$ cat config.mk
export PLATFORM = sky130hd
export DESIGN_NAME = heap_block_allocator
export DESIGN_NICKNAME = d
export VERILOG_FILES = /design/src/hdl/hba_pkg.sv /design/src/hdl/heap_block_allocator.sv
export SDC_FILE = /design/constraint.sdc
export NUM_CORES = 2
export LEC_CHECK = 0
export BUFFER_PORTS_ARGS = -buffer_cell sky130_fd_sc_hd__buf_4
export CORE_MARGIN = 2
export CORE_UTILIZATION = 25
export DETAILED_ROUTE_END_ITERATION = 10
export GPL_TIMING_DRIVEN = 0
export HOLD_SLACK_MARGIN = 0.05
export MAX_ROUTING_LAYER = met4
export PLACE_DENSITY_LB_ADDON = 0.2
export SYNTH_ARGS = -nofsm -noshare
export SYNTH_HDL_FRONTEND = slang
export SYNTH_SLANG_ARGS = --single-unit
$ cat constraint.sdc
create_clock -name clk -period 8 [get_ports clk]
set_clock_uncertainty 0.05 [all_clocks]
set_input_delay 0.4 -clock clk [delete_from_list [all_inputs] [get_ports clk]]
set_output_delay 0.4 -clock clk [all_outputs]
set_load 0.05 [all_outputs]
$ cat src/hdl/hba_pkg.sv
// Package for the heap block allocator: widths, codes, states, defaults.
// No dependencies.
package hba_pkg;
  localparam int MAX_BLOCKS_DEF   = 64;
  localparam int HEADER_BYTES_DEF = 16;
  localparam int SZ_W   = 25;
  localparam int ADDR_W = 32;
  localparam int SPLIT_W = 13;
  localparam logic [SZ_W-1:0] ROUND_MASK = 25'd15;
  localparam logic [SZ_W-1:0] PAGE_MASK  = 25'd4095;
  localparam logic [SZ_W-1:0] BEST_FIT_ABOVE = 25'd4096;

  typedef enum logic [1:0] {
    ACT_ALLOC = 2'd0, ACT_FREE = 2'd1, ACT_INIT = 2'd2, ACT_NONE = 2'd3
  } act_t;

  typedef enum logic [2:0] {
    ERR_NONE = 3'd0, ERR_ZERO = 3'd1, ERR_NOFIT = 3'd2, ERR_BADADDR = 3'd3,
    ERR_NOTALLOC = 3'd4, ERR_NOTINIT = 3'd5
  } err_t;

  typedef enum logic [1:0] {
    CFG_BASE = 2'd0, CFG_BYTES = 2'd1, CFG_SPLIT = 2'd2
  } cfg_idx_t;

  typedef enum logic [3:0] {
    ST_IDLE, ST_SCAN, ST_SCANW, ST_SPLIT, ST_INS, ST_FREEA, ST_FREEB,
    ST_FREEC, ST_DEL, ST_STATS, ST_STATW, ST_OUT
  } state_t;
endpackage

$ cat src/hdl/heap_block_allocator.sv
// Heap block allocator top level: block table memory and its sequencer.
// Depends on hba_pkg.
//
// Usage: write heap_base, heap_bytes and min_split_bytes through the cfg_
// channel (valid/ready, always ready), then send init, alloc and free
// requests on the in_ channel. Each request yields one result on the out_
// channel. A request is taken when in_valid is high and in_stall is low; the
// block holds in_stall high from acceptance until its result is taken.
// The sequencer walks the table one entry at a time, reading each entry in
// one state and using it in the next (SCAN/SCANW for a scan, STATS/STATW
// for the statistics pass). When an allocate splits a block or a free
// merges, entries shift one per cycle through the single-port table.
// Requests answered without touching the table go straight to the output
// register.
// The result waits in the output register while out_stall is high, and the
// next request waits for it.
// Reset empties the table (count 0, heap not ready), min_split_bytes = 16;
// the table memory itself is not cleared.
module heap_block_allocator #(
  parameter int MAX_BLOCKS   = hba_pkg::MAX_BLOCKS_DEF,
  parameter int HEADER_BYTES = hba_pkg::HEADER_BYTES_DEF
) (
  input  logic                        clk,
  input  logic                        rst_n,
  input  logic                        cfg_valid,
  output logic                        cfg_ready,
  input  logic [1:0]                  cfg_index,
  input  logic [31:0]                 cfg_data,
  input  logic                        in_valid,
  output logic                        in_stall,
  input  logic [1:0]                  in_action,
  input  logic [hba_pkg::SZ_W-1:0]    in_request_bytes,
  input  logic [hba_pkg::ADDR_W-1:0]  in_release_addr,
  output logic                        out_valid,
  input  logic                        out_stall,
  output logic                        out_ok,
  output logic [2:0]                  out_error_code,
  output logic [hba_pkg::ADDR_W-1:0]  out_payload_addr,
  output logic [hba_pkg::SZ_W-1:0]    out_granted_bytes,
  output logic [hba_pkg::SZ_W-1:0]    out_free_total,
  output logic [hba_pkg::SZ_W-1:0]    out_max_free
);
  import hba_pkg::*;

  localparam int IW = $clog2(MAX_BLOCKS);
  localparam int CW = $clog2(MAX_BLOCKS + 1);
  localparam logic [CW-1:0] MAXC = CW'(MAX_BLOCKS);
  localparam logic [SZ_W+1:0] HDR = (SZ_W+2)'(HEADER_BYTES);
  localparam int EW = 2 * SZ_W + 1;

  // Configuration registers
  logic [31:0] base_r;
  logic [SZ_W-1:0] bytes_r;
  logic [SPLIT_W-1:0] split_r;
  assign cfg_ready = 1'b1;
  always_ff @(posedge clk) begin
    if (!rst_n) begin
      base_r <= '0;
      bytes_r <= '0;
      split_r <= SPLIT_W'(16);
    end else if (cfg_valid) begin
      unique case (cfg_idx_t'(cfg_index))
        CFG_BASE:  base_r  <= cfg_data;
        CFG_BYTES: bytes_r <= cfg_data[SZ_W-1:0];
        CFG_SPLIT: split_r <= cfg_data[SPLIT_W-1:0];
        default: ;
      endcase
    end
  end

  // Block table memory: {offset, payload, free}
  logic [EW-1:0] mem [MAX_BLOCKS];
  logic [EW-1:0] rd_q;
  logic          we;
  logic [IW-1:0] waddr, raddr;
  logic [EW-1:0] wdata;
  always_ff @(posedge clk) begin
    if (we) mem[waddr] <= wdata;
    rd_q <= mem[raddr];
  end
  logic [SZ_W-1:0] rd_off, rd_pay;
  logic rd_free;
  assign rd_off  = rd_q[EW-1 -: SZ_W];
  assign rd_pay  = rd_q[SZ_W:1];
  assign rd_free = rd_q[0];

  // Sequencer state
  state_t st_r, st_nxt;
  logic [CW-1:0] cnt_r, cnt_nxt;
  logic ready_r, ready_nxt;
  logic [31:0] start_r, start_nxt;
  logic [SZ_W-1:0] len_r, len_nxt;
  logic [CW-1:0] i_r, i_nxt;
  logic [CW-1:0] j_r, j_nxt;
  logic [IW-1:0] pick_r, pick_nxt;
  logic found_r, found_nxt;
  logic [SZ_W:0] size_r, size_nxt;
  logic [SZ_W-1:0] best_r, best_nxt;
  logic [SZ_W-1:0] poff_r, poff_nxt;
  logic [SZ_W-1:0] ppay_r, ppay_nxt;
  logic [SZ_W-1:0] mpay_r, mpay_nxt;
  logic [SZ_W-1:0] rel_r, rel_nxt;
  logic [1:0] act_r, act_nxt;
  logic ok_r, ok_nxt;
  logic [2:0] err_r, err_nxt;
  logic [31:0] addr_r, addr_nxt;
  logic [SZ_W-1:0] gr_r, gr_nxt, tot_r, tot_nxt, lg_r, lg_nxt;
  logic ov_r, ov_nxt;

  logic acc;
  assign acc = in_valid && !in_stall;
  assign in_stall = (st_r != ST_IDLE);

  // Shared datapath terms
  logic [SZ_W+1:0] need;
  logic [SZ_W:0] rnd;
  logic [SZ_W-1:0] alen;
  logic [31:0] relw;
  assign need = {1'b0, size_r} + HDR + (SZ_W+2)'(split_r);
  assign rnd  = ({1'b0, in_request_bytes} + {1'b0, ROUND_MASK}) & ~{1'b0, ROUND_MASK};
  assign alen = bytes_r & ~PAGE_MASK;
  assign relw = in_release_addr - start_r;

  // Next state
  always_comb begin
    st_nxt = st_r;
    unique case (st_r)
      ST_IDLE: if (acc) begin
        st_nxt = ST_OUT;
        if (act_t'(in_action) == ACT_INIT) begin
          st_nxt = ({2'b00, alen} < HDR + (SZ_W+2)'(split_r)) ? ST_OUT : ST_STATS;
        end else if (act_t'(in_action) == ACT_NONE) begin
          st_nxt = ready_r ? ST_STATS : ST_OUT;
        end else if (!ready_r) begin
          st_nxt = ST_OUT;
        end else if (act_t'(in_action) == ACT_ALLOC) begin
          st_nxt = (in_request_bytes == '0) ? ST_STATS : ST_SCAN;
        end else begin
          st_nxt = (in_release_addr == '0 || in_release_addr[3:0] != 4'd0 ||
                    relw >= {7'd0, len_r}) ? ST_STATS : ST_SCAN;
        end
      end
      ST_SCAN:  st_nxt = (i_r >= cnt_r) ? ((act_r == ACT_ALLOC && found_r) ?
                          ST_SPLIT : ST_STATS) : ST_SCANW;
      ST_SCANW: begin
        st_nxt = ST_SCAN;
        if (act_r == ACT_ALLOC) begin
          if (rd_free && {1'b0, rd_pay} >= size_r && size_r <= {1'b0, BEST_FIT_ABOVE})
            st_nxt = ST_SPLIT;
        end else if ({2'b00, rd_off} + HDR == {2'b00, rel_r}) begin
          st_nxt = rd_free ? ST_STATS : ST_FREEA;
        end
      end
      ST_SPLIT: st_nxt = ({1'b0, ppay_r} >= need && cnt_r < MAXC) ? ST_INS : ST_STATS;
      ST_INS:   st_nxt = (j_r == CW'(pick_r) + CW'(1)) ? ST_STATS : ST_INS;
      ST_FREEA: st_nxt = ST_FREEB;
      ST_FREEB: st_nxt = ST_FREEC;
      ST_FREEC: st_nxt = ST_DEL;
      ST_DEL:   st_nxt = (i_r + CW'(1) >= cnt_r) ? ST_STATS : ST_DEL;
      ST_STATS: st_nxt = (i_r >= cnt_r || !ready_r) ? ST_OUT : ST_STATW;
      ST_STATW: st_nxt = ST_STATS;
      ST_OUT:   st_nxt = (!ov_r || !out_stall) && ov_r ? ST_IDLE : ST_OUT;
      default:  st_nxt = ST_IDLE;
    endcase
  end

  // Datapath and memory control
  always_comb begin
    cnt_nxt = cnt_r; ready_nxt = ready_r; start_nxt = start_r; len_nxt = len_r;
    i_nxt = i_r; j_nxt = j_r; pick_nxt = pick_r; found_nxt = found_r;
    size_nxt = size_r; best_nxt = best_r; poff_nxt = poff_r; ppay_nxt = ppay_r;
    mpay_nxt = mpay_r; rel_nxt = rel_r; act_nxt = act_r;
    ok_nxt = ok_r; err_nxt = err_r; addr_nxt = addr_r; gr_nxt = gr_r;
    tot_nxt = tot_r; lg_nxt = lg_r; ov_nxt = ov_r;
    we = 1'b0; waddr = '0; wdata = '0; raddr = i_r[IW-1:0];
    unique case (st_r)
      ST_IDLE: if (acc) begin
        act_nxt = in_action; ok_nxt = 1'b0; err_nxt = ERR_NONE;
        addr_nxt = '0; gr_nxt = '0; tot_nxt = '0; lg_nxt = '0;
        i_nxt = '0; found_nxt = 1'b0; best_nxt = '1;
        size_nxt = rnd;
        rel_nxt = relw[SZ_W-1:0];
        if (act_t'(in_action) == ACT_INIT) begin
          ready_nxt = 1'b0; cnt_nxt = '0;
          if ({2'b00, alen} < HDR + (SZ_W+2)'(split_r)) begin
            err_nxt = ERR_NOTINIT;
          end else begin
            start_nxt = (base_r + 32'd4095) & ~32'd4095;
            len_nxt = alen;
            we = 1'b1; waddr = '0;
            wdata = {{SZ_W{1'b0}}, alen - SZ_W'(HEADER_BYTES), 1'b1};
            cnt_nxt = CW'(1); ready_nxt = 1'b1; ok_nxt = 1'b1;
          end
        end else if (act_t'(in_action) != ACT_NONE) begin
          if (!ready_r) err_nxt = ERR_NOTINIT;
          else if (act_t'(in_action) == ACT_ALLOC) begin
            if (in_request_bytes == '0) err_nxt = ERR_ZERO;
          end else if (in_release_addr == '0 || in_release_addr[3:0] != 4'd0 ||
                       relw >= {7'd0, len_r}) err_nxt = ERR_BADADDR;
        end
      end
      ST_SCAN: begin
        if (i_r >= cnt_r) begin
          if (act_r == ACT_ALLOC) begin
            if (!found_r) err_nxt = ERR_NOFIT;
          end else err_nxt = ERR_BADADDR;
          i_nxt = '0;
        end
      end
      ST_SCANW: begin
        i_nxt = i_r + CW'(1);
        if (act_r == ACT_ALLOC) begin
          if (rd_free && {1'b0, rd_pay} >= size_r) begin
            if (size_r <= {1'b0, BEST_FIT_ABOVE}) begin
              pick_nxt = i_r[IW-1:0]; found_nxt = 1'b1;
              poff_nxt = rd_off; ppay_nxt = rd_pay;
            end else if (rd_pay < best_r) begin
              best_nxt = rd_pay; pick_nxt = i_r[IW-1:0]; found_nxt = 1'b1;
              poff_nxt = rd_off; ppay_nxt = rd_pay;
            end
          end
        end else if ({2'b00, rd_off} + HDR == {2'b00, rel_r}) begin
          pick_nxt = i_r[IW-1:0]; poff_nxt = rd_off; ppay_nxt = rd_pay;
          if (rd_free) err_nxt = ERR_NOTALLOC;
          i_nxt = '0;
        end
      end
      ST_SPLIT: begin
        ok_nxt = 1'b1; i_nxt = '0;
        addr_nxt = start_r + {7'd0, poff_r} + 32'(HEADER_BYTES);
        we = 1'b1; waddr = pick_r;
        if ({1'b0, ppay_r} >= need && cnt_r < MAXC) begin
          wdata = {poff_r, size_r[SZ_W-1:0], 1'b0};
          gr_nxt = size_r[SZ_W-1:0];
          mpay_nxt = ppay_r - size_r[SZ_W-1:0] - SZ_W'(HEADER_BYTES);
          j_nxt = cnt_r;
          raddr = cnt_r[IW-1:0] - IW'(1);
          cnt_nxt = cnt_r + CW'(1);
        end else begin
          wdata = {poff_r, ppay_r, 1'b0};
          gr_nxt = ppay_r;
        end
      end
      ST_INS: begin
        // rd_q holds entry j-1; shift it up, final cycle writes new block
        raddr = j_r[IW-1:0] - IW'(2);
        we = 1'b1;
        if (j_r == CW'(pick_r) + CW'(1)) begin
          waddr = j_r[IW-1:0];
          wdata = {poff_r + size_r[SZ_W-1:0] + SZ_W'(HEADER_BYTES), mpay_r, 1'b1};
        end else begin
          waddr = j_r[IW-1:0]; wdata = rd_q;
          j_nxt = j_r - CW'(1);
        end
      end
      ST_FREEA: begin
        raddr = pick_r + IW'(1);
        mpay_nxt = ppay_r;
      end
      ST_FREEB: begin
        // rd_q = next entry; read previous next
        raddr = pick_r - IW'(1);
        j_nxt = '0;
        if (CW'(pick_r) + CW'(1) < cnt_r && rd_free) begin
          mpay_nxt = mpay_r + rd_pay + SZ_W'(HEADER_BYTES);
          j_nxt = CW'(1);
        end
      end
      ST_FREEC: begin
        // rd_q = previous entry; write merged block and set shift range
        ok_nxt = 1'b1;
        we = 1'b1;
        if (pick_r != '0 && rd_free) begin
          waddr = pick_r - IW'(1);
          wdata = {rd_off, rd_pay + mpay_r + SZ_W'(HEADER_BYTES), 1'b1};
          i_nxt = CW'(pick_r);
          cnt_nxt = cnt_r - CW'(1) - j_r;
          j_nxt = CW'(pick_r) + CW'(1) + j_r;
        end else begin
          waddr = pick_r;
          wdata = {poff_r, mpay_r, 1'b1};
          i_nxt = CW'(pick_r) + CW'(1);
          cnt_nxt = cnt_r - j_r;
          j_nxt = CW'(pick_r) + CW'(1) + j_r;
        end
        raddr = j_nxt[IW-1:0];
      end
      ST_DEL: begin
        // i = destination, j = source; rd_q = entry j read last cycle
        raddr = j_r[IW-1:0] + IW'(1);
        if (i_r < cnt_r) begin
          we = 1'b1; waddr = i_r[IW-1:0]; wdata = rd_q;
        end
        i_nxt = i_r + CW'(1);
        j_nxt = j_r + CW'(1);
        if (i_r + CW'(1) >= cnt_r) i_nxt = '0;
      end
      ST_STATS: begin
        raddr = i_r[IW-1:0];
        if (i_r >= cnt_r || !ready_r) ov_nxt = 1'b1;
      end
      ST_STATW: begin
        i_nxt = i_r + CW'(1);
        if (rd_free) begin
          tot_nxt = tot_r + rd_pay;
          if (rd_pay > lg_r) lg_nxt = rd_pay;
        end
      end
      ST_OUT: begin
        ov_nxt = 1'b1;
        if (ov_r && !out_stall) ov_nxt = 1'b0;
      end
      default: ;
    endcase
  end

  always_ff @(posedge clk) begin
    if (!rst_n) begin
      st_r <= ST_IDLE; cnt_r <= '0; ready_r <= 1'b0; ov_r <= 1'b0;
      start_r <= '0; len_r <= '0; i_r <= '0; j_r <= '0;
    end else begin
      st_r <= st_nxt; cnt_r <= cnt_nxt; ready_r <= ready_nxt; ov_r <= ov_nxt;
      start_r <= start_nxt; len_r <= len_nxt; i_r <= i_nxt; j_r <= j_nxt;
    end
  end
  always_ff @(posedge clk) begin
    pick_r <= pick_nxt; found_r <= found_nxt; size_r <= size_nxt;
    best_r <= best_nxt; poff_r <= poff_nxt; ppay_r <= ppay_nxt;
    mpay_r <= mpay_nxt; rel_r <= rel_nxt; act_r <= act_nxt;
    ok_r <= ok_nxt; err_r <= err_nxt; addr_r <= addr_nxt; gr_r <= gr_nxt;
    tot_r <= tot_nxt; lg_r <= lg_nxt;
  end

  // Result channel
  assign out_valid = ov_r;
  assign out_ok = ok_r;
  assign out_error_code = err_r;
  assign out_payload_addr = ok_r ? addr_r : '0;
  assign out_granted_bytes = ok_r ? gr_r : '0;
  assign out_free_total = tot_r;
  assign out_max_free = lg_r;

  // Checks
  a_cnt_max: assert property (@(posedge clk) disable iff (!rst_n) cnt_r <= MAXC)
    else $error("block count above table depth");
  a_idle_no_out: assert property (@(posedge clk) disable iff (!rst_n)
    (st_r == ST_IDLE) |-> !ov_r) else $error("result pending while idle");
  a_ok_err: assert property (@(posedge clk) disable iff (!rst_n)
    out_valid && out_ok |-> out_error_code == ERR_NONE)
    else $error("success with error code");
  a_ready_cnt: assert property (@(posedge clk) disable iff (!rst_n)
    ready_r |-> cnt_r != '0) else $error("ready heap with empty table");
endmodule
; After elaboration in Yosys (flattened, before gate mapping)
; Memories as Yosys holds them, arrays and structs flattened. A register that Yosys moved wholly into a read port is not among the register bits.
; Index checks and enable logic that the tools add are counted.
[op_classes]
add_sub_neg = 31
reduce_logical = 58
n_eq_ne = 38
bitwise = 1
n_lt_le_gt_ge = 12
n_mux = 119
[op_table]
columns = cell, n
row1 = two-way mux 25 bit, 22
row2 = one-hot mux 51 bit (5 select lines), 1
row3 = one-hot mux 25 bit (2 select lines), 4
row4 = two-way mux 51 bit, 3
row5 = two-way mux 26 bit, 4
row6 = two-way mux 7 bit, 12
row7 = adder 25 bit, 3
row8 = one-hot mux 25 bit (3 select lines), 1
row9 = two-way mux 32 bit, 2
row10 = one-hot mux 32 bit (2 select lines), 1
row11 = two-way mux 4 bit, 15
row12 = adder 25 x 5 -> 25 bit (second input constant), 2
row13 = subtractor 25 x 5 -> 25 bit (second input constant), 2
row14 = one-hot mux 7 bit (7 select lines), 1
row15 = two-way mux 6 bit, 8
row16 = one-hot mux 4 bit (12 select lines), 1
row17 = two-way mux 3 bit, 12
row18 = one-hot mux 6 bit (6 select lines), 1
row19 = one-hot mux 7 bit (5 select lines), 1
row20 = inequality test 2 bit (second input constant), 17
row21 = adder 32 x 12 -> 32 bit (second input constant), 1
row22 = adder 32 x 25 -> 32 bit, 1
row23 = adder 32 x 5 -> 32 bit (second input constant), 1
row24 = >= comparator 32 x 25 -> 1 bit, 1
row25 = 64 further kinds, 142
[word_totals]
memories = 1
word_cells = 286
input_bits = 98
output_inout_bits = 114
regBits = 397
ramBits = 3264
[memory_table]
columns = name, depth, width, rd, rd_ports_with_merged_regs, wr, line
row1 = mem, 64, 51, 1, 1, 1, heap_block_allocator.sv:72  ; logic [EW-1:0] mem [MAX_BLOCKS];

; Longest topological paths before layout
[depth]
depth_word = 10
depth_mapped = 31
depth_no_buf = 27

; Least setup slack after synthesis
; Ideal clock, no wire load.
[synth_timing]
kind = reg-to-reg
start = reg size_r[5]
end = mem mem[0][47] (netlist bit) (data pin)
synth_period_minus_slack_ns = 8.076
arrival_time_ns = 7.017
setup_ns = 1.009
path_slack_ns = -0.076
stages_incl_launch_ff = 16
t_required_ns = 6.941
path_buffers = 0
path_cell_list = edfxtp_1 -> ha_1 -> ha_1 -> inv_1 -> fa_1 -> nor2b_1 -> o21ai_0 -> a21boi_0 -> o21ai_0 -> a21oi_1 -> o21ai_0 -> a21oi_1 -> o41ai_1 -> o21ai_0 -> o21ai_0 -> o311ai_0
[synth_via]
elab_chain_len = 4
[synth_rtl]
columns = item, line
row1 = start: declaration, heap_block_allocator.sv:97  ; logic [SZ_W:0] size_r, size_nxt;
row2 = start signal: assignment, heap_block_allocator.sv:327  ; pick_r <= pick_nxt; found_r <= found_nxt; size_r <= size_nxt;
row3 = adder 25 bit, heap_block_allocator.sv:250  ; wdata = {poff_r + size_r[SZ_W-1:0] + SZ_W'(HEADER_BYTES), mpay_r, 1'b1};
row4 = adder 25 x 5 -> 25 bit, heap_block_allocator.sv:250
row5 = two-way mux 51 bit, heap_block_allocator.sv:248  ; if (j_r == CW'(pick_r) + CW'(1)) begin
row6 = one-hot mux 51 bit (5 select lines), heap_block_allocator.sv:176  ; unique case (st_r)
row7 = named net wdata[47], heap_block_allocator.sv:76  ; logic [EW-1:0] wdata;
row8 = end: declaration, heap_block_allocator.sv:72
; The timed path passes the listed nets, and every way through them passes these cells.

; Worst setup path after layout
[layout_timing]
start = reg size_r[8]
end = reg rd_q[50] (read register of mem)
[layout_via]
elab_chain_len = 6
[layout_rtl]
columns = item, line
row1 = adder 26 x 5 -> 27 bit, heap_block_allocator.sv:119  ; assign need = {1'b0, size_r} + HDR + (SZ_W+2)'(split_r);
row2 = adder 27 x 13 -> 27 bit, heap_block_allocator.sv:119
row3 = >= comparator 25 x 27 -> 1 bit, heap_block_allocator.sv:232  ; if ({1'b0, ppay_r} >= need && cnt_r < MAXC) begin
row4 = logical AND 1 bit, heap_block_allocator.sv:232
row5 = two-way mux 6 bit, heap_block_allocator.sv:232
row6 = one-hot mux 6 bit (6 select lines), heap_block_allocator.sv:176
row7 = end: declaration, heap_block_allocator.sv:73  ; logic [EW-1:0] rd_q;
; No other way between the ends.
; A chain may end at the register's enable or synchronous reset.

==> flow_summary_export.csv <==
group,metric,value,unit
route,drt_wl_total,702.7,mm
layout,utilization,0.3103,
floorplanning,io_pins,212,
power,power_density,415.6,nW/µm²
critical_path,timing.rr.end,"rd_q[50]",
critical_path,worstPathRequired,8.49,ns
logic_synthesis,synthArstFlopShare,0,
min_path,hold_path.class,"in -> reg",
clocking,cts_made_buffers,396,
route,dr.pass1.iters,6,
critical_path,crit_end,"rd_q[50]",
logic_synthesis,synth-edff-count,3531,
power,p_int,43430,µW
floorplanning,fp.dieH,794.5,µm
power,total_power,80350,µW
clocking,cts_tree,"done",
global_routing,grt_pass1_wl,925.4,mm
sta,worstMarginPinSlew,1.418,ns
floorplanning,die_x,794.5,µm
critical_path,cp_max_fo,10,
floorplanning,core_area,623000,µm²
status,violations,"negative setup slack",
critical_path,worstReg2RegStart,"size_r[8]",
sta,timing.hold.ws,0.1566,ns
layout,syn_to_final_growth,23.75,%
clocking,insertion_delay,1.06,ns
route,vias,108100,
logic_synthesis,yosys.area.top_type,"edfxtp_1",
sta,setup-tns-final,-0.07087,ns
route,antenna_left,0,
critical_path,reg2regPathDepth,25,
power,pwr-share-comb,0.471,
logic_synthesis,synthDistinctLibCells,96,
clocking,clockBufferDepth,4,
critical_path,regToRegSetupSlack,-0.04,ns
clocking,clk_pin_slew,0.06,ns
global_routing,antenna_found_initial,76,
placed_design,dp_hpwl,507.3,mm
layout,layout.cells.non_filler,20980,
sta,setup_viol,2,
clocking,root_buffer,"clkbuf_16",
logic_synthesis,synth.yosys.seq_area_share,0.7003,
global_routing,first_global_vias,100400,
sta,drv_slew,0,
sta,fin_crit_sh,1.005,
logic_synthesis,synth_flop_cell,"edfxtp_1",
critical_path,criticalPathCategory,"reg -> reg",
power,p_clk_frac,0.234,
power,seqPwrFrac,0.295,
placed_design,portBuffers,209,
route,vias_per_cell,5.155,
sta,rsz0062_at_grt,"no",
sta,hold_violations,0,
critical_path,start_kind,"register",
critical_path,crit_arrival,8.53,ns
logic_synthesis,synth_top_area_frac,0.6787,
global_routing,gr-total-overflow,0,
global_routing,grt_max_degree,65,
logic_synthesis,syn-num-nets,11630,
placed_design,placed_cells,20040,
sta,max_freq,124.4,MHz
power,swShare,0.4595,
logic_synthesis,synth_area_leaders,"edfxtp_1, nand2_1, mux2i_1, a32oi_1, ha_1",
power,ir_drop,0.0003518,V
sta,min_period,8.036,ns
layout,final_layout_size_suffix_gt1_frac,0.1501,
sta,fin_ws,-0.03630,ns
logic_synthesis,synthesis.area,156200,µm²
logic_synthesis,ys_ff_latch,3700,
logic_synthesis,synthTopCellsByCount,"edfxtp_1, nand2_1, mux2i_1, a32oi_1, ha_1",
logic_synthesis,synth_warnings,0,
route,drtIter0Drc,14020,
layout,fillers,62210,
floorplanning,fp.dieArea,631300,µm²
logic_synthesis,post-synth-top-count-cell,"edfxtp_1",
sta,relSlewSlack,0.05480,
clocking,clkSinkCount,3700,
job,max_cap_viol_count,0,
status,status,"finished, violations left",
clocking,htreeDepth,5,
logic_synthesis,synthCells,11160,
power,leakage,0.06869,µW
floorplanning,num_rows,290,
route,wl_per_cell,33.50,µm
critical_path,end_kind,"register",
min_path,hold-path-cell-count,2,
global_routing,grtUsageTotal,0.2198,
floorplanning,start_util,0.2508,
layout,fin_nets,12740,
placed_design,place.gp.congestion,0.8829,
critical_path,cp-startpoint,"size_r[8]",
power,p_switching,36920,µW
min_path,hold_start,"in_release_addr[7]",
route,route.detailed.drc,0,
logic_synthesis,postSynthAreaPerCell,14.00,µm²
==> worst max-delay path, cell delays in order, from the launching register on <==
cell	delay (ns)
edfxtp_1	0.50
ha_1	0.33
ha_1	0.36
o21ai_0	0.11
o21bai_1	0.29
o2111ai_2	0.24
nand2_1	0.19
and2_1	0.25
or3b_2	0.48
xnor2_1	0.20
ha_1	0.28
nand4_1	0.17
nor4_2	0.07
a31oi_1	0.33
nand3_4	0.19
o21a_4	0.30
a31oi_4	0.23
and2_1	0.26
buf_6	0.26
buf_16	0.28
buf_12	0.24
buf_6	0.25
mux2i_4	0.35
a32oi_1	0.14
a31oi_4	0.33
nand4_1	0.80
==> power groups by stage <==
stage,registers (µW),logic (µW),clock network (µW)
after floorplan,23900,16500,0
after global placement,24500,34000,0
after detailed placement,24100,34800,0
after CTS,23700,36800,19000
after global routing,23700,38700,19700
final,23700,37800,18800
==> routing by layer <==
layer	wire (µm)	GRT usage	vias up
met4	22580	0.06363	0
met1	302600	0.2983	56590
met2	316100	0.3362	5319
li1	-	-	45290
met5	0	-	-
met3	61520	0.04002	936
==> how the worst min path moves through the flow <==
stage | to | slack [ns]
2_1_floorplan | poff_r[6] | 0.36
4_1_cts | rel_r[1] | 0.1
5_1_grt | rel_r[7] | 0.14
3_3_place_gp | poff_r[6] | 0.37
3_5_place_dp | poff_r[6] | 0.39
6_report | rel_r[7] | 0.16
==> final cells by class <==
class | count | area, µm² | area share
Sequential cell | 3700 | 109400 | 0.5659
Multi-Input combinational cell | 6572 | 45630 | 0.2360
Clock buffer | 493 | 10530 | 0.05448
Tap cell | 8322 | 10410 | 0.05386
Timing Repair Buffer | 718 | 10030 | 0.05186
Buffer | 618 | 3815 | 0.01973
Clock inverter | 234 | 2370 | 0.01226
Inverter | 265 | 1001 | 0.005177
Antenna cell | 55 | 137.6 | 0.0007119
==> what timing repair did <==
| item | in CTS | in global routing |
|---|---|---|
| hold buffers | 127 | 0 |
| resized for setup | 518 | 165 |
| pin swaps | 59 | 37 |
| setup endpoints to repair | 1323 | 187 |
| setup buffers | 31 | 1 |
| hold endpoints to repair | 125 | 0 |
==> registers in the layout (all words and copies together) (netlist names), 32 cells and up <==
name and cells:
addr_r 32, base_r 32, mem 3264, rd_q 51
==> through the flow <==
step | setup slack [ns] | cell area [µm²]
final | -0.03630 | 193300
after global routing | 0.01317 | 193200
after CTS | 0.009891 | 192700
after detailed placement | -3.070 | 176100
after global placement | -9.302 | 168200
after floorplan | 0.2115 | 156200
==> layout by cell type (no fill, tap or decap), types with 41 or more instances in the layout <==
cell type,n
a211oi_1,41
a21o_1,55
a21oi_1,245
a31oi_1,146
a31oi_2,49
a31oi_4,79
a32oi_1,743
and2_1,80
and3_1,265
buf_12,250
buf_16,60
buf_2,103
buf_4,370
buf_6,53
clkbuf_1,267
clkbuf_16,404
clkbuf_2,99
clkbuf_4,45
clkinv_1,87
clkinv_2,75
dfxtp_1,169
diode_2,55
dlygate4sd3_1,127
edfxtp_1,3531
ha_1,363
inv_1,259
mux2i_1,760
nand2_1,2097
nand3_1,158
nand4_1,98
nor2_1,278
nor2_4,70
nor3_1,78
o21ai_0,139
xnor2_1,141
xor2_1,101
==> kinds of logic after synthesis <==
logic type / after synthesis / synth area share
adder cells (fa/ha/maj): 372 / 0.03022
other: 1 / 0.00002400
multiplexers: 768 / 0.04940
flip-flops: 3700 / 0.7003
AO/OA/AOI/OAI: 1843 / 0.08791
buffers and inverters: 884 / 0.02472
AND/OR/NAND/NOR: 3346 / 0.09383
XOR/XNOR: 242 / 0.01357
Power figures use the tool's default switching activity.
